## src/sv/cdq_pkg.sv

```systemverilog
// ----------------------------------------------------------------------------
// cdq_pkg
// shared constants and types for the circular deque
// ----------------------------------------------------------------------------
`default_nettype none

package cdq_pkg;

  localparam int unsigned DEPTH   = 16;
  localparam int unsigned IDX_W   = (DEPTH > 1) ? $clog2(DEPTH) : 1;
  localparam int unsigned CNT_W   = $clog2(DEPTH + 1);
  localparam int unsigned DATA_W  = 32;
  localparam int unsigned FILL_W  = 5;

  typedef enum logic [1:0] {
    REQ_PUSH_REAR  = 2'd0,
    REQ_PUSH_FRONT = 2'd1,
    REQ_POP_FRONT  = 2'd2,
    REQ_POP_REAR   = 2'd3
  } req_type_e;

  typedef enum logic [1:0] {
    ST_DONE  = 2'd0,
    ST_FULL  = 2'd1,
    ST_EMPTY = 2'd2
  } status_e;

  // memory access issued by the pointer logic
  typedef struct packed {
    logic             wr_en;
    logic [IDX_W-1:0] wr_addr;
    logic             rd_en;
    logic [IDX_W-1:0] rd_addr;
  } cdq_mem_op_t;

  // outcome of one request, known at the transfer
  typedef struct packed {
    status_e           status;
    logic              pop_done;
    logic [FILL_W-1:0] fill;
  } cdq_result_t;

endpackage

`default_nettype wire

```

## src/sv/cdq_ram.sv

```systemverilog
// ----------------------------------------------------------------------------
// cdq_ram
// ring storage, one write and one registered read per cycle
// ----------------------------------------------------------------------------
`default_nettype none

module cdq_ram (
  input  wire logic                  clk_i,
  input  wire cdq_pkg::cdq_mem_op_t  op_i,
  input  wire logic [cdq_pkg::DATA_W-1:0] wr_data_i,
  output logic [cdq_pkg::DATA_W-1:0] rd_data_o
);
  import cdq_pkg::*;

  logic [DATA_W-1:0] mem [DEPTH];

  always_ff @(posedge clk_i) begin
    if (op_i.wr_en) begin
      mem[op_i.wr_addr] <= wr_data_i;
    end
  end

  always_ff @(posedge clk_i) begin
    if (op_i.rd_en) begin
      rd_data_o <= mem[op_i.rd_addr];
    end
  end

endmodule

`default_nettype wire

```

## src/sv/cdq_ctrl.sv

```systemverilog
// ----------------------------------------------------------------------------
// cdq_ctrl
// head, tail and count registers; decides each request and its slot
// ----------------------------------------------------------------------------
`default_nettype none

module cdq_ctrl (
  input  wire logic                 clk_i,
  input  wire logic                 rst_ni,
  input  wire logic                 accept_i,
  input  wire cdq_pkg::req_type_e   req_i,
  output cdq_pkg::cdq_mem_op_t      op_o,
  output cdq_pkg::cdq_result_t      res_o
);
  import cdq_pkg::*;

  localparam logic [IDX_W-1:0] LAST_IDX = IDX_W'(DEPTH - 1);
  localparam logic [CNT_W-1:0] FULL_CNT = CNT_W'(DEPTH);

  logic [IDX_W-1:0] head_q, head_d;
  logic [IDX_W-1:0] tail_q, tail_d;
  logic [CNT_W-1:0] cnt_q, cnt_d;

  logic [IDX_W-1:0] head_up, head_dn, tail_up, tail_dn;
  logic             is_full, is_empty;

  assign head_up  = (head_q == LAST_IDX) ? '0 : head_q + 1'b1;
  assign head_dn  = (head_q == '0) ? LAST_IDX : head_q - 1'b1;
  assign tail_up  = (tail_q == LAST_IDX) ? '0 : tail_q + 1'b1;
  assign tail_dn  = (tail_q == '0) ? LAST_IDX : tail_q - 1'b1;
  assign is_full  = (cnt_q == FULL_CNT);
  assign is_empty = (cnt_q == '0);

  always_comb begin
    head_d        = head_q;
    tail_d        = tail_q;
    cnt_d         = cnt_q;
    op_o          = '0;
    res_o.status  = ST_DONE;
    res_o.pop_done = 1'b0;
    case (req_i)
      REQ_PUSH_REAR: begin
        if (is_full) begin
          res_o.status = ST_FULL;
        end else begin
          op_o.wr_en   = accept_i;
          op_o.wr_addr = tail_q;
          tail_d       = tail_up;
          cnt_d        = cnt_q + 1'b1;
        end
      end
      REQ_PUSH_FRONT: begin
        if (is_full) begin
          res_o.status = ST_FULL;
        end else begin
          op_o.wr_en   = accept_i;
          op_o.wr_addr = head_dn;
          head_d       = head_dn;
          cnt_d        = cnt_q + 1'b1;
        end
      end
      REQ_POP_FRONT: begin
        if (is_empty) begin
          res_o.status = ST_EMPTY;
        end else begin
          op_o.rd_en     = accept_i;
          op_o.rd_addr   = head_q;
          res_o.pop_done = 1'b1;
          head_d         = head_up;
          cnt_d          = cnt_q - 1'b1;
        end
      end
      REQ_POP_REAR: begin
        if (is_empty) begin
          res_o.status = ST_EMPTY;
        end else begin
          op_o.rd_en     = accept_i;
          op_o.rd_addr   = tail_dn;
          res_o.pop_done = 1'b1;
          tail_d         = tail_dn;
          cnt_d          = cnt_q - 1'b1;
        end
      end
      default: begin
        res_o.status = ST_DONE;
      end
    endcase
    res_o.fill = FILL_W'(cnt_d);
  end

  always_ff @(posedge clk_i or negedge rst_ni) begin
    if (!rst_ni) begin
      head_q <= '0;
      tail_q <= '0;
      cnt_q  <= '0;
    end else if (accept_i) begin
      head_q <= head_d;
      tail_q <= tail_d;
      cnt_q  <= cnt_d;
    end
  end

endmodule

`default_nettype wire

```

## src/sv/circular_deque.sv

```systemverilog
// ----------------------------------------------------------------------------
// circular_deque
// double-ended queue of 32-bit words in a ring held in one synchronous ram
// ----------------------------------------------------------------------------
// result path: after its request transfer a result passes the ram read stage,
//   then the output register
// throughput: one request per cycle while the result side keeps up;
//   pointers and count update at the transfer, the ram port does the rest
// reset: head, tail and count clear, ring reads as empty; ram not cleared
`default_nettype none

module circular_deque (
  input  wire logic                          clk_i,
  input  wire logic                          rst_ni,
  input  wire logic                          in_valid_i,
  output logic                               in_ready_o,
  input  wire logic [1:0]                    req_type_i,
  input  wire logic signed [cdq_pkg::DATA_W-1:0] data_value_i,
  output logic                               out_valid_o,
  input  wire logic                          out_ready_i,
  output logic [1:0]                         status_o,
  output logic signed [cdq_pkg::DATA_W-1:0]  popped_value_o,
  output logic [cdq_pkg::FILL_W-1:0]         fill_level_o
);
  import cdq_pkg::*;

  logic              accept;
  logic              s1_valid_q;
  cdq_result_t       s1_res_q;
  cdq_mem_op_t       mem_op;
  cdq_result_t       res;
  logic [DATA_W-1:0] rd_data;
  logic              out_load;

  logic              out_valid_q;
  logic [1:0]        status_q;
  logic [DATA_W-1:0] popped_q;
  logic [FILL_W-1:0] fill_q;

  assign out_load   = s1_valid_q && (!out_valid_q || out_ready_i);
  assign in_ready_o = !s1_valid_q || out_load;
  assign accept     = in_valid_i && in_ready_o;

  cdq_ctrl u_ctrl (
    .clk_i    (clk_i),
    .rst_ni   (rst_ni),
    .accept_i (accept),
    .req_i    (req_type_e'(req_type_i)),
    .op_o     (mem_op),
    .res_o    (res)
  );

  cdq_ram u_ram (
    .clk_i     (clk_i),
    .op_i      (mem_op),
    .wr_data_i (data_value_i),
    .rd_data_o (rd_data)
  );

  // read stage: rd_data holds until the next transfer
  always_ff @(posedge clk_i or negedge rst_ni) begin
    if (!rst_ni) begin
      s1_valid_q <= 1'b0;
    end else if (in_ready_o) begin
      s1_valid_q <= in_valid_i;
    end
  end

  always_ff @(posedge clk_i) begin
    if (accept) begin
      s1_res_q <= res;
    end
  end

  always_ff @(posedge clk_i or negedge rst_ni) begin
    if (!rst_ni) begin
      out_valid_q <= 1'b0;
    end else if (out_load) begin
      out_valid_q <= 1'b1;
    end else if (out_ready_i) begin
      out_valid_q <= 1'b0;
    end
  end

  always_ff @(posedge clk_i) begin
    if (out_load) begin
      status_q <= s1_res_q.status;
      popped_q <= s1_res_q.pop_done ? rd_data : '0;
      fill_q   <= s1_res_q.fill;
    end
  end

  assign out_valid_o    = out_valid_q;
  assign status_o       = status_q;
  assign popped_value_o = popped_q;
  assign fill_level_o   = fill_q;

  // refusals leave the count at its bound
  a_full_level: assert property (@(posedge clk_i) disable iff (!rst_ni)
    (out_valid_o && status_o == ST_FULL) |-> (fill_level_o == FILL_W'(DEPTH)))
    else $error("full refusal with fill level below depth");

  a_empty_level: assert property (@(posedge clk_i) disable iff (!rst_ni)
    (out_valid_o && status_o == ST_EMPTY) |-> (fill_level_o == '0))
    else $error("empty refusal with nonzero fill level");

  a_refused_zero: assert property (@(posedge clk_i) disable iff (!rst_ni)
    (out_valid_o && status_o != ST_DONE) |-> (popped_value_o == '0))
    else $error("refused request returned a word");

  // a transfer while the read stage is full must drain it the same cycle
  a_no_overrun: assert property (@(posedge clk_i) disable iff (!rst_ni)
    (accept && s1_valid_q) |-> out_load)
    else $error("read stage overwritten");

endmodule

`default_nettype wire
```

## config.mk

```make
export PLATFORM = sky130hd
export DESIGN_NAME = circular_deque
export DESIGN_NICKNAME = d
export VERILOG_FILES = /design/src/sv/cdq_pkg.sv /design/src/sv/cdq_ram.sv /design/src/sv/cdq_ctrl.sv /design/src/sv/circular_deque.sv
export SDC_FILE = /design/constraint.sdc
export NUM_CORES = 1
export LEC_CHECK = 0
export BUFFER_PORTS_ARGS = -buffer_cell sky130_fd_sc_hd__buf_2
export CELL_PAD_IN_SITES_DETAIL_PLACEMENT = 1
export CELL_PAD_IN_SITES_GLOBAL_PLACEMENT = 1
export CORE_MARGIN = 2
export CORE_UTILIZATION = 49
export DETAILED_ROUTE_END_ITERATION = 10
export PLACE_DENSITY_LB_ADDON = 0.2
export SLEW_MARGIN = 20
export SYNTH_ARGS = -nofsm -noshare
export SYNTH_HDL_FRONTEND = slang
export SYNTH_HIERARCHICAL = 1
export SYNTH_SLANG_ARGS = --single-unit
```

## constraint.sdc

```tcl
create_clock -name clk_i -period 5 [get_ports clk_i]
set_clock_uncertainty 0.15 [all_clocks]
set_input_delay 0.5 -clock clk_i [delete_from_list [all_inputs] [get_ports clk_i]]
set_output_delay 0.5 -clock clk_i [all_outputs]
set_load 0.005 [all_outputs]
```

Word level (Yosys, flattened, before mapping)
Memories as Yosys holds them, arrays and structs flattened. A register that Yosys moved wholly into a read port is not among the register bits.
Cells that the tools add are included.
- memories: 1
- input port bits: 38
- RAM bits: 512
- output and inout bits: 41
- bits in registers: 62
- word-level logic and storage cells: 72
- equality and inequality tests: 10
- add/subtract/negate cells: 6
- reduce and logical (&&, ||, !) cells: 17
- muxes and demuxes: 27
- memories (memory ; words ; width ; rd ports ; clocked after memory_dff ; write ports ; line ; text):
    u_ram.mem ; 16 ; 32 ; 1 ; 1 ; 1 ; cdq_ram.sv:15 ; logic [DATA_W-1:0] mem [DEPTH];
- operator list (cell ; number):
    $mux W4 ; 8
    $mux W5 ; 6
    $pmux W5 S2 ; 3
    $pmux W4 S2 ; 2
    $add A4 B1 Y4 const B ; 2
    $eq A4 B4 Y1 const B ; 2
    $logic_not A4 Y1 ; 2
    $ne A2 B2 Y1 const B ; 4
    $reduce_and A4 Y1 ; 2
    $sub A4 B1 Y4 const B ; 2
    $mux W1 ; 6
    $reduce_bool A2 Y1 ; 3
    $add A5 B1 Y5 const B ; 1
    $eq A5 B5 Y1 const B ; 1
    $logic_not A5 Y1 ; 1
    $sub A5 B1 Y5 const B ; 1
    $eq A2 B2 Y1 const B ; 2
    $pmux W2 S2 ; 1
    $reduce_or A2 Y1 ; 2
    $eq A2 B1 Y1 const B ; 1
    $logic_and A1 B1 Y1 ; 2
    $logic_not A1 Y1 ; 2
    $logic_not A2 Y1 ; 1
    $logic_or A1 B1 Y1 ; 2
    $mux W2 ; 1

Longest topological paths before layout
Gate-level depths: netlist (run 1).
- depth after elaboration: 9
- depth in mapped cells: 11
- gate-level depth less buffers: 9

Hierarchy
Netlist (run 1), hierarchy kept.
- by module, submodules not included (module ; times used ; sequential area each (um^2) ; area an instance (um^2) ; cells an instance):
    cdq_ram ; 1 ; 16335.7 ; 20155.6 ; 838
    circular_deque ; 1 ; 1461.4 ; 1767.9 ; 90
    cdq_ctrl ; 1 ; 325.3 ; 1281.2 ; 158

Worst setup path after synthesis (run 1)
No wires, ideal clock.
- kind: input to register
- start point: input out_ready_i
- end point: memory u_ram.mem[0][0] (enable)
- data required time: 4.389 ns
- path buffers: 1
- library setup time: 0.461 ns
- setup slack: 0.148 ns
- cell stages on the path: 7
- arrival: 4.241 ns
- path through: nand3b_4 -> and2_1 -> clkbuf_1 -> inv_1 -> nor2_1 -> or3b_2 -> nor3_1
- RTL lines (element ; line ; text):
    from (decl) ; circular_deque.sv:20 ; input wire logic out_ready_i,
    to (decl) ; cdq_ram.sv:15 ;

==> results of run 1 <==
-- state kept, by name, summed over array words and instances, names as in the netlist --
signal           flops
fill_level_o         5
out_valid_o          1
popped_value_o      32
s1_res_q             8
s1_valid_q           1
status_o             2
u_ctrl/cnt_q         5
u_ctrl/head_q        4
u_ctrl/tail_q        4
u_ram/mem          512
u_ram/rd_data_o     32
-- cells in the mapped netlist (all sizes together), types with 2 or more instances --
cell type / n / share of area (%)
nand2b: 7 / 0.19
a211oi: 5 / 0.16
a21oi: 12 / 0.29
o21ai: 11 / 0.24
dfrtp: 15 / 1.6
a21o: 4 / 0.13
xnor2: 6 / 0.23
or4b: 2 / 0.10
mux2i: 5 / 0.22
buf: 31 / 0.74
inv: 10 / 0.16
mux4: 128 / 12
a22oi: 64 / 2.1
or2: 2 / 0.054
nor2b: 3 / 0.081
xor2: 2 / 0.076
and3: 2 / 0.054
edfxtp: 591 / 76
and2: 38 / 1.2
clkbuf: 25 / 0.42
or3b: 2 / 0.076
nor2: 28 / 0.45
nand2: 47 / 0.77
ha: 6 / 0.32
o31ai: 2 / 0.065
mux2: 4 / 0.21
nor3: 5 / 0.11
nand3b: 6 / 0.25
nand3: 3 / 0.065
nand4: 2 / 0.054
o22ai: 2 / 0.054
-- worst max-delay path, cell delays in order (launching register included) --
cell and delay (ps):
dfrtp_1 450, inv_1 120, ha_1 280, and4bb_2 290
or2_0 360, a211oi_1 450, nand3b_1 390, nor2_4 760
buf_12 280
-- cells in the final DEF (no fill, tap or decap), types with 3 or more instances in the layout --
cell type  netlist  final
edfxtp_1       591    591
mux4_2         128    128
buf_2           11     78
a22oi_1         64     64
clkbuf_16        0     61
nand2_1         46     46
and2_2          32     34
buf_4            9     24
clkinv_1         0     23
dfrtp_1         15     15
nor2_4           0     15
nor2_1          28     13
buf_12           0     13
clkbuf_1        22     11
o21ai_0         11     11
inv_1            9      9
a21oi_1         10      9
clkinv_2         0      8
nand2b_1         7      7
xnor2_1          6      6
ha_1             6      6
a211oi_1         5      5
nand3b_1         5      5
mux2i_1          5      5
and2_1           6      4
bufinv_16        0      4
nor3_2           0      4
mux2_2           3      3
nand3_1          3      3
a21o_1           3      3
-- layout make-up --
class | count | area share (%)
Clock inverter | 39 | 1.093
Sequential cell | 606 | 68.21
Timing Repair Buffer | 117 | 3.202
Tap cell | 607 | 2.859
Clock buffer | 72 | 5.901
Antenna cell | 1 | 0.009419
Multi-Input combinational cell | 414 | 18.58
Inverter | 10 | 0.1413
-- report_power, final --
part	leakage (nW)	internal, W	switching (W)
clock	0.903	0.00243	0.00185
combinational	2.07	0.00113	0.00139
sequential	5.54	0.00593	0.000170
total	8.52	0.00948	0.00342
-- per-layer routing --
layer  track usage [%]  vias to the layer above
li1                  -                     4742
met1             31.15                     5932
met2             35.37                      280
met3             3.300                       84
met4             6.670                        2
met5                 0                        -
-- per-stage QoR --
| step | hold slack (ps) | util, % |
|---|---|---|
| detailed placement | 257.1 | 52.92 |
| global route | 37.39 | 56.94 |
| finish | 34.35 | 56.95 |
| CTS | 6.638 | 56.94 |
| global placement | 252.9 | 52.92 |
| floorplan | 54.41 | - |
-- path summary, 6_finish.rpt --
| path | cells after the start | endpoint | startpoint |
|---|---|---|---|
| max | 8 | u_ram/mem[6][3]$_DFFE_PP_ | u_ctrl/cnt_q[1]$_DFFE_PN0P_ |
| min | 3 | out_valid_o$_DFFE_PN0P_ | out_ready_i |
| max reg2reg | 8 | u_ram/mem[6][3]$_DFFE_PP_ | u_ctrl/cnt_q[1]$_DFFE_PN0P_ |
| min reg2reg | 0 | fill_level_o[1]$_DFFE_PP_ | s1_res_q[1]$_DFFE_PP_ |
| max in group asynchronous | 2 | u_ctrl/tail_q[1]$_DFFE_PN0P_ | rst_ni |
| min in group asynchronous | 2 | u_ctrl/cnt_q[3]$_DFFE_PN0P_ | rst_ni |
-- logic make-up (layout without fill, tap and decap cells) --
logic type	after synthesis	in the layout	share of synthesized area [%]
AND/OR/NAND/NOR	155	155	3.801
buffers and inverters	66	238	1.321
multiplexers	137	137	12.85
adder cells (fa/ha/maj)	6	6	0.3235
other	0	1	0
AO/OA/AOI/OAI	108	108	3.305
flip-flops	606	606	78.10
XOR/XNOR	8	8	0.3020
==> results by group, run 1 <==
STA
  – Period minus WS final: slightly below 4000 ps
  – Final hold vios: 0
  – Max Fclk: 0.2591 GHz
  – Slew of the pin with the lowest slew margin: between 800 and 900 ps
  – Tcrit/Tclk final: between 70% and 80%
  – Post-route setup slack: around 1100 ps
  – Final setup TNS: 0 ps
  – Max-Slew Margin vs Limit: between 40% and 50%
  – RSZ-0062 raised after global routing: false
  – Max Transition Viols Final: 0
  – Final setup viols: 0

Clocking
  – CTS clk-pin slew, worst paths: ~60 ps
  – CTS tree: yes
  – Clk buf depth: 3
  – Total CTS buffers: 60
  – Post-CTS Setup Bufs: 0
  – Hold Buf Count CTS: 2
  – Clk sinks: 606
  – CTS H-Tree Depth: 2
  – CTS resizes: 0
  – CTS root buffer: clkbuf_16
  – Latest clock arrival within the worst-skew pair: just over 600 ps

Critical path
  – Crit Path Class: reg -> reg
  – Setup crit end kind: flop
  – Worst reg2reg setup slack: 1140 ps
  – WP data arrival: between 4000 and 5000 ps
  – Req. time, crit path: 5160 ps
  – Startpoint types: flop
  – CP max FO: 17

Pwr
  – P_leak: 8.521 nW
  – Pwr dens: a little under 500 nW/µm²
  – Maximum VDD drop: 0.3206 mV
  – Tot Pwr: 0.01290 W

Floorplanning
  – Die area: about 50000 µm²
  – Core area: 46650 µm²
  – # IOs: 79
  – Die width: ~220 µm
  – Initial Util: 49.74%
  – Placement Rows: 79
  – Die Height: ~220 µm

Placement
  – Hpwl dp: 28290 µm
  – PortBufs: 78
  – Post-placement cell area: 24690 µm²
  – Pre-CTS setup slack: about 1200 ps
  – Cell total after placement: between 1500 and 2000
  – RePlAce Congestion: between 0.7 and 0.8

Layout
  – Layout Nets: ~1300
  – Fillers: a little under 4000
  – Layout cell share with drive strength beyond 1: 31.16%
  – Area grow syn2layout: 14.49%
  – Post-route cell area: approximately 27000 µm²
  – Multi-input gate area: about 5000 µm²
  – Final Instance Count excl. Fillers: 1866
  – Register area: about 18000 µm²

GRT
  – Global-route wire length before repair: approximately 80000 µm
  – Gr ovfl total: 0
  – Total GRT Usage: 21.86%
  – Largest net degree at the start of global routing: 77
  – Initial antenna violation count: 2
  – Vias in the first global route: between 10000 and 15000

Job
  – Max Cap Viol: 0

Routing
  – DRT iter0 DRCs: roughly 960
  – Detailed-route via count: 11040
  – Final WL: approximately 52000 µm
  – Drt wl/cell: roughly 28 µm
  – DRC: 12
  – Met1 WL: ~23000 µm
  – Via density: ~6
  – Top Metal Used: met5
  – Routed wl met2: between 20000 and 30000 µm
  – Final ANT Viol Nets: 0
  – First-pass DRT Iterations: 8
  – Metal3 WL: ~2400 µm

Synth
  – Syn Area/Cell: ~21 µm²
  – Number of library cell types mapped by synthesis: 60
  – Post-Synthesis Cells: ~1100
  – Post-Syn Nets: 1130
  – Main synth FF type: edfxtp_1
  – Syn Std Cell Area: roughly 23000 µm²
  – Yosys warning count: 6
  – Ys async rst share: ~2.5%
  – Sequential area share after synthesis: roughly 78%
  – Post-synth EDFFs: around 590
  – Synth Register Bits: slightly above 600

Worst hold path
  – Hold/Removal Path Class: in -> reg

Outcome
  – Violated checks: design-rule violations
  – Status: finished, violations left
(Power assumes the default switching activity.)
==> run 2, diff against run 1 <==
--- a/config.mk
+++ b/config.mk
@@ -9,7 +9,7 @@
 export CELL_PAD_IN_SITES_DETAIL_PLACEMENT = 1
 export CELL_PAD_IN_SITES_GLOBAL_PLACEMENT = 1
 export CORE_MARGIN = 2
-export CORE_UTILIZATION = 49
+export CORE_UTILIZATION = 54
 export DETAILED_ROUTE_END_ITERATION = 10
 export PLACE_DENSITY_LB_ADDON = 0.2
 export SLEW_MARGIN = 20
==> constraint.sdc (replaced) <==
create_clock -name clk_i -period 3.8 [get_ports clk_i]
set_clock_uncertainty 0.15 [all_clocks]
set_input_delay 0.38 -clock clk_i [delete_from_list [all_inputs] [get_ports clk_i]]
set_output_delay 0.38 -clock clk_i [all_outputs]
set_load 0.005 [all_outputs]
==> results by group, run 2 (synthesis results as in run 1) <==
Outcome
  – Status: finished clean

Routing
  – Final WL: 52880 µm (+1.9%)
  – Detailed-route via count: 11290 (+2.3%)
  – Met1 WL: 21910 µm (-4.2%)
  – Final ANT Viol Nets: 0 (unchanged)
  – Top Metal Used: met4
  – DRC: 0 (-12)
  – First-pass DRT Iterations: 5 (-3)
  – DRT iter0 DRCs: 829 (-13%)
  – Metal3 WL: 2850 µm (+19%)
  – Drt wl/cell: 28.77 µm (+3.4%)
  – Routed wl met2: 26740 µm (+5.6%)
  – Via density: 6.143 (+3.8%)

Pwr
  – P_leak: 8.733 nW (+2.5%)
  – Maximum VDD drop: 0.3930 mV (+23%)
  – Pwr dens: 640.5 nW/µm² (+32%)

STA
  – Final setup viols: 0 (unchanged)
  – Max Transition Viols Final: 0 (unchanged)
  – Period minus WS final: 3550 ps (-308.5 ps)
  – Max-Slew Margin vs Limit: 51.24% (+7.0 points)
  – Max Fclk: 0.2817 GHz (+8.7%)
  – RSZ-0062 raised after global routing: false
  – Final hold vios: 0 (unchanged)
  – Hold WS: 18.60 ps (-15.74 ps)
  – Slew of the pin with the lowest slew margin: 729.6 ps (-101.6 ps)
  – Tcrit/Tclk final: 93.43% (+16 points)

GRT
  – Global-route wire length before repair: 79420 µm (+0.96%)
  – Total GRT Usage: 24.74% (+2.9 points)
  – Gr ovfl total: 0 (unchanged)
  – Vias in the first global route: 12170 (+0.83%)
  – Initial antenna violation count: 1 (-1)
  – Largest net degree at the start of global routing: 65 (-16%)

Critical path
  – Crit Path Class: reg -> reg
  – Worst reg2reg setup slack: 250 ps (-890 ps)
  – WP data arrival: 3670 ps (-350 ps)
  – Reg2reg end: u_ram/mem[1][16]$_DFFE_PP_
  – Setup crit end kind: flop
  – Startpoint types: flop
  – Worst setup startpoint: u_ctrl/cnt_q[1]$_DFFE_PN0P_
  – Reg2reg start: u_ctrl/cnt_q[1]$_DFFE_PN0P_
  – CP max FO: 20 (+3)
  – Req. time, crit path: 3910 ps (-1250 ps)
  – Reg2reg path depth: 8 (unchanged)

Clocking
  – CTS clk-pin slew, worst paths: 60 ps (about the same)
  – CTS root buffer: clkbuf_16
  – Total CTS buffers: 58 (-3.3%)
  – Latest clock arrival within the worst-skew pair: 620 ps (about the same)
  – Clk sinks: 606 (unchanged)
  – CTS H-Tree Depth: 2 (unchanged)
  – Post-CTS Setup Bufs: 0 (unchanged)
  – Clk buf depth: 3 (unchanged)
  – CTS tree: yes

Layout
  – Post-route cell area: 26900 µm² (+1.3%)
  – Layout cell share with drive strength beyond 1: 32.26% (+1.1 points)
  – Commonest non-fill, non-tap cells in the layout: edfxtp_1 (591), mux4_2 (128), buf_2 (78)
  – Largest register FFs: 512 (unchanged)
  – Area grow syn2layout: 15.94%
  – Layout Nets: 1297 (+3.5%)
  – Diode count: 0 (-1)
  – Register area: 18120 µm² (unchanged)
  – Final design utilization: 63.85% (+6.9 points)
  – Multi-input gate area: 4979 µm² (+0.84%)
  – Final Instance Count excl. Fillers: 1838 (-1.5%)
  – Top reg by flops: u_ram/mem
  – Fillers: 3424 (-14%)
  – Most common cell after layout, fill and taps aside: edfxtp_1

Placement
  – RePlAce Congestion: 0.7856 (+8.1%)
  – Hpwl dp: 31070 µm (+9.8%)
  – Cell total after placement: 1707 (-2.6%)
  – PortBufs: 78 (unchanged)
  – Post-placement cell area: 24800 µm² (+0.45%)

Worst hold path
  – Min-Delay Path Depth: 1 (-2)
  – Hold endpoint: u_ram/mem[13][21]$_DFFE_PP_
  – Hold/Removal Path Class: in -> reg
  – Hold path start: data_value_i[21]

Floorplanning
  – Die Height: 211.3 µm (-4.7%)
  – Initial Util: 55.07% (+5.3 points)
  – Core area: 42130 µm² (-9.7%)
  – Die area: 44650 µm² (-9.1%)
  – # IOs: 79 (unchanged)
  – Placement Rows: 75 (-5.1%)
  – Die width: 211.3 µm (-4.7%)

Job
  – Max Cap Viol: 0 (unchanged)
[run 2: changes by cell type in the layout (fill, tap and decap cells not counted), moves of 2 or more]
cell           before  now
buf_4              24   48
dlygate4sd3_1       2   25
clkinv_1           23   12
clkbuf_1           11   16
nor3_2              4    0
nor3_4              0    4
a211oi_1            5    2
a211oi_2            0    3
bufinv_16           4    6
clkbuf_16          61   59
[run 2: worst max-delay path by stage]
stage / endpoint / cells past startpoint
3_3_place_gp: u_ram/mem[0][16]$_DFFE_PP_ / 8
6_report: u_ram/mem[1][16]$_DFFE_PP_ / 8
4_1_cts: u_ram/mem[13][7]$_DFFE_PP_ / 8
5_1_grt: u_ram/mem[0][14]$_DFFE_PP_ / 8
2_1_floorplan: u_ram/mem[15][0]$_DFFE_PP_ / 8
3_5_place_dp: u_ram/mem[13][14]$_DFFE_PP_ / 8
[run 2: area by class of cell]
class	instances	share of cell area [%]
Sequential cell	606	67.36
Multi-Input combinational cell	414	18.50
Clock buffer	75	5.711
Timing Repair Buffer	163	4.613
Tap cell	539	2.507
Clock inverter	31	1.167
Inverter	10	0.1395
[run 2: repair_timing]
item,4_1_cts,5_1_grt
hold buffers,25,0
gates resized for setup,0,1
endpoints found under the setup margin,0,101
hold endpoints to repair,330,0
[run 2: where the power goes]
group	switching [W]	internal (W)
clock	0.00240	0.00325
sequential	0.000226	0.00780
combinational	0.00196	0.00158
[run 2: critical path: stages (launching register included)]
cell and delay [ps]:
dfrtp_1 460, inv_1 110, ha_1 280, and4bb_2 290
or2_0 400, a211oi_2 480, nand2b_1 400, nor2_4 230
buf_4 390
[run 2: layer usage]
metal | vias up | global-route usage (%)
met3 | 90 | 4.020
met1 | 6026 | 34.30
met2 | 353 | 41.00
li1 | 4821 | -
met5 | - | 0
met4 | 0 | 7.625
[run 2: stage by stage]
step / worst slack (ps) / power, W / TNS (ps)
2_1_floorplan: -535.2 / 0.01044 / -169270
3_3_place_gp: 459.4 / 0.01156 / 0
3_5_place_dp: 268.7 / 0.01167 / 0
4_1_cts: 211.8 / 0.01735 / 0
5_1_grt: 76.31 / 0.01785 / 0
6_report: 249.6 / 0.01723 / 0
==> run 3, diff against run 2 <==
--- a/config.mk
+++ b/config.mk
@@ -9,8 +9,9 @@
 export CELL_PAD_IN_SITES_DETAIL_PLACEMENT = 1
 export CELL_PAD_IN_SITES_GLOBAL_PLACEMENT = 1
 export CORE_MARGIN = 2
-export CORE_UTILIZATION = 54
+export CORE_UTILIZATION = 49
 export DETAILED_ROUTE_END_ITERATION = 10
+export MAX_ROUTING_LAYER = met4
 export PLACE_DENSITY_LB_ADDON = 0.2
 export SLEW_MARGIN = 20
 export SYNTH_ARGS = -nofsm -noshare
==> constraint.sdc (replaced) <==
create_clock -name clk_i -period 3.01 [get_ports clk_i]
set_clock_uncertainty 0.15 [all_clocks]
set_input_delay 0.301 -clock clk_i [delete_from_list [all_inputs] [get_ports clk_i]]
set_output_delay 0.301 -clock clk_i [all_outputs]
set_load 0.005 [all_outputs]
==> results by group, run 3 (synthesis results as in run 1) <==
Layout
  – Layout Nets: 1381 (+6.5%)
  – Largest register FFs: 512 (unchanged)
  – Layout cell share with drive strength beyond 1: 37.91% (+5.7 points)
  – Area grow syn2layout: 22.41%
  – Post-route cell area: 28400 µm² (+5.6%)
  – Most common cell after layout, fill and taps aside: edfxtp_1
  – Top reg by flops: u_ram/mem
  – Commonest non-fill, non-tap cells in the layout: edfxtp_1 (591), mux4_2 (128), buf_4 (87)

Pwr
  – Pwr dens: 815.7 nW/µm² (+27%)
  – Maximum VDD drop: 0.6485 mV (+65%)
  – P_leak: 9.366 nW (+7.2%)

STA
  – Post-route setup slack: 40.82 ps (-208.7 ps)
  – Slew of the pin with the lowest slew margin: 819.2 ps (+89.62 ps)
  – Final setup TNS: 0 ps (unchanged)
  – Max-Slew Margin vs Limit: 45.20% (-6.0 points)
  – Hold WS: 209.1 ps (+190.5 ps)
  – Final setup viols: 0 (unchanged)
  – Final hold vios: 0 (unchanged)
  – Max Fclk: 0.3368 GHz (+20%)
  – Tcrit/Tclk final: 98.64% (+5.2 points)
  – Period minus WS final: 2969 ps (-581.3 ps)
  – Max Transition Viols Final: 0 (unchanged)

GRT
  – Vias in the first global route: 12630 (+3.8%)
  – Gr ovfl total: 0 (unchanged)
  – Initial antenna violation count: 2 (+1)
  – Total GRT Usage: 23.50% (-1.2 points)
  – Global-route wire length before repair: 82120 µm (+3.4%)
  – Largest net degree at the start of global routing: 57 (-12%)

Clocking
  – Clk buf depth: 3 (unchanged)
  – CTS H-Tree Depth: 2 (unchanged)
  – Total CTS buffers: 60 (+3.4%)
  – CTS tree: yes
  – Clk sinks: 606 (unchanged)
  – Latest clock arrival within the worst-skew pair: 620 ps (about the same)
  – CTS clk-pin slew, worst paths: 60 ps (about the same)
  – CTS root buffer: clkbuf_16

Placement
  – Hpwl dp: 30980 µm (-0.31%)
  – Post-placement cell area: 25540 µm² (+3.0%)
  – PortBufs: 78 (unchanged)
  – Pre-CTS setup slack: -259.8 ps (-528.5 ps)
  – RePlAce Congestion: 0.7713 (-1.8%)

Routing
  – Final WL: 55820 µm (+5.6%)
  – Final ANT Viol Nets: 0 (unchanged)
  – DRT iter0 DRCs: 879 (+6.0%)
  – First-pass DRT Iterations: 8 (+3)
  – DRC: 5 (+5)
  – Via density: 5.876 (-4.3%)
  – Detailed-route via count: 11720 (+3.8%)
  – Drt wl/cell: 27.99 µm (-2.7%)

Floorplanning
  – Placement Rows: 79 (+5.3%)
  – Die width: 221.6 µm (+4.9%)
  – Core area: 46650 µm² (+11%)
  – Initial Util: 49.74% (-5.3 points)
  – Die area: 49110 µm² (+10%)
  – Die Height: 221.6 µm (+4.9%)
  – # IOs: 79 (unchanged)

Job
  – Max Cap Viol: 0 (unchanged)

Critical path
  – Reg2reg start: u_ctrl/cnt_q[0]$_DFFE_PN0P_
  – Worst reg2reg setup slack: 40 ps (-210 ps)
  – WP data arrival: 3160 ps (-510 ps)
  – Worst setup startpoint: u_ctrl/cnt_q[0]$_DFFE_PN0P_
  – Reg2reg path depth: 12 (+4)
  – CP Capture Point: u_ram/rd_data_o[29]$_DFFE_PP_
  – Req. time, crit path: 3200 ps (-710 ps)
  – Reg2reg end: u_ram/rd_data_o[29]$_DFFE_PP_
  – Setup crit end kind: flop
  – Startpoint types: flop
  – Crit Path Class: reg -> reg
  – CP max FO: 5 (-75%)

Outcome
  – Status: finished, violations left
  – Violated checks: design-rule violations

Worst hold path
  – Hold/Removal Path Class: in -> reg
  – Hold path start: req_type_i[0]
[run 3: cell types whose count changed in the layout (fill, tap and decap cells not counted), sizes merged, moves of 2 or more]
cell and change:
inv -2, dlygate4sd3 +12, diode +2, clkbuf +6, bufinv +4, buf +65
[run 3: worst max-delay path, cell delays in order, from the launching register on]
cell	delay [ps]
dfrtp_1	390
inv_2	90
ha_4	140
buf_6	100
nor4b_4	330
buf_4	190
a21oi_4	40
buf_4	150
buf_12	140
buf_4	160
mux4_2	430
a22oi_2	190
nand2_1	160
[run 3: repair_timing]
action / in CTS / in global routing
hold buffers: 37 / 0
endpoints found under the hold margin: 529 / 0
endpoints found under the setup margin: 50 / 78
setup buffers: 9 / 11
pin swaps: 2 / 5
gates resized for setup: 5 / 26
cloned: 1 / 4
[run 3: metrics by stage]
stage	util, %	instances	power [W]
final	60.88	1994	0.02317
after global routing	60.88	1994	0.02403
after floorplan	-	1086	0.01332
after CTS	60.21	1977	0.02306
after detailed placement	54.75	1820	0.01522
after global placement	54.75	1820	0.01509
[run 3: per-layer routing]
| metal | track usage [%] | vias to the layer above | part of all wire (%) |
|---|---|---|---|
| li1 | - | 4989 | - |
| met4 | 6.386 | 0 | 1.9 |
| met1 | 31.87 | 6265 | 42 |
| met2 | 37.54 | 385 | 50 |
| met5 | - | - | 0 |
| met3 | 3.750 | 77 | 6.0 |
[run 3: area by class of cell]
class / instances / area (µm²)
clock buffer: 78 / 1590
multi-input combinational: 415 / 5160
tap: 607 / 759.5
inverter: 10 / 37.54
sequential: 606 / 18120
fill: 3918 / 18250
timing repair buffer: 244 / 2287
antenna: 2 / 5.005
clock inverter: 32 / 442.9
[run 3: how the worst min path moves through the flow]
stage / endpoint / slack [ps] / cells after the start
finish: u_ctrl/tail_q[1]$_DFFE_PN0P_ / 210 / 4
global placement: s1_valid_q$_DFFE_PN0P_ / 90 / 1
floorplan: out_valid_o$_DFFE_PN0P_ / -140 / 0
global route: u_ctrl/tail_q[1]$_DFFE_PN0P_ / 210 / 4
detailed placement: s1_valid_q$_DFFE_PN0P_ / 100 / 1
CTS: u_ctrl/tail_q[1]$_DFFE_PN0P_ / 160 / 4
[run 3: report_power, final]
part	leakage, nW	internal [W]	switching, W	total (W)
clock	0.987	0.00458	0.00311	0.00769
sequential	5.54	0.00985	0.000178	0.0100
combinational	2.83	0.00263	0.00283	0.00545
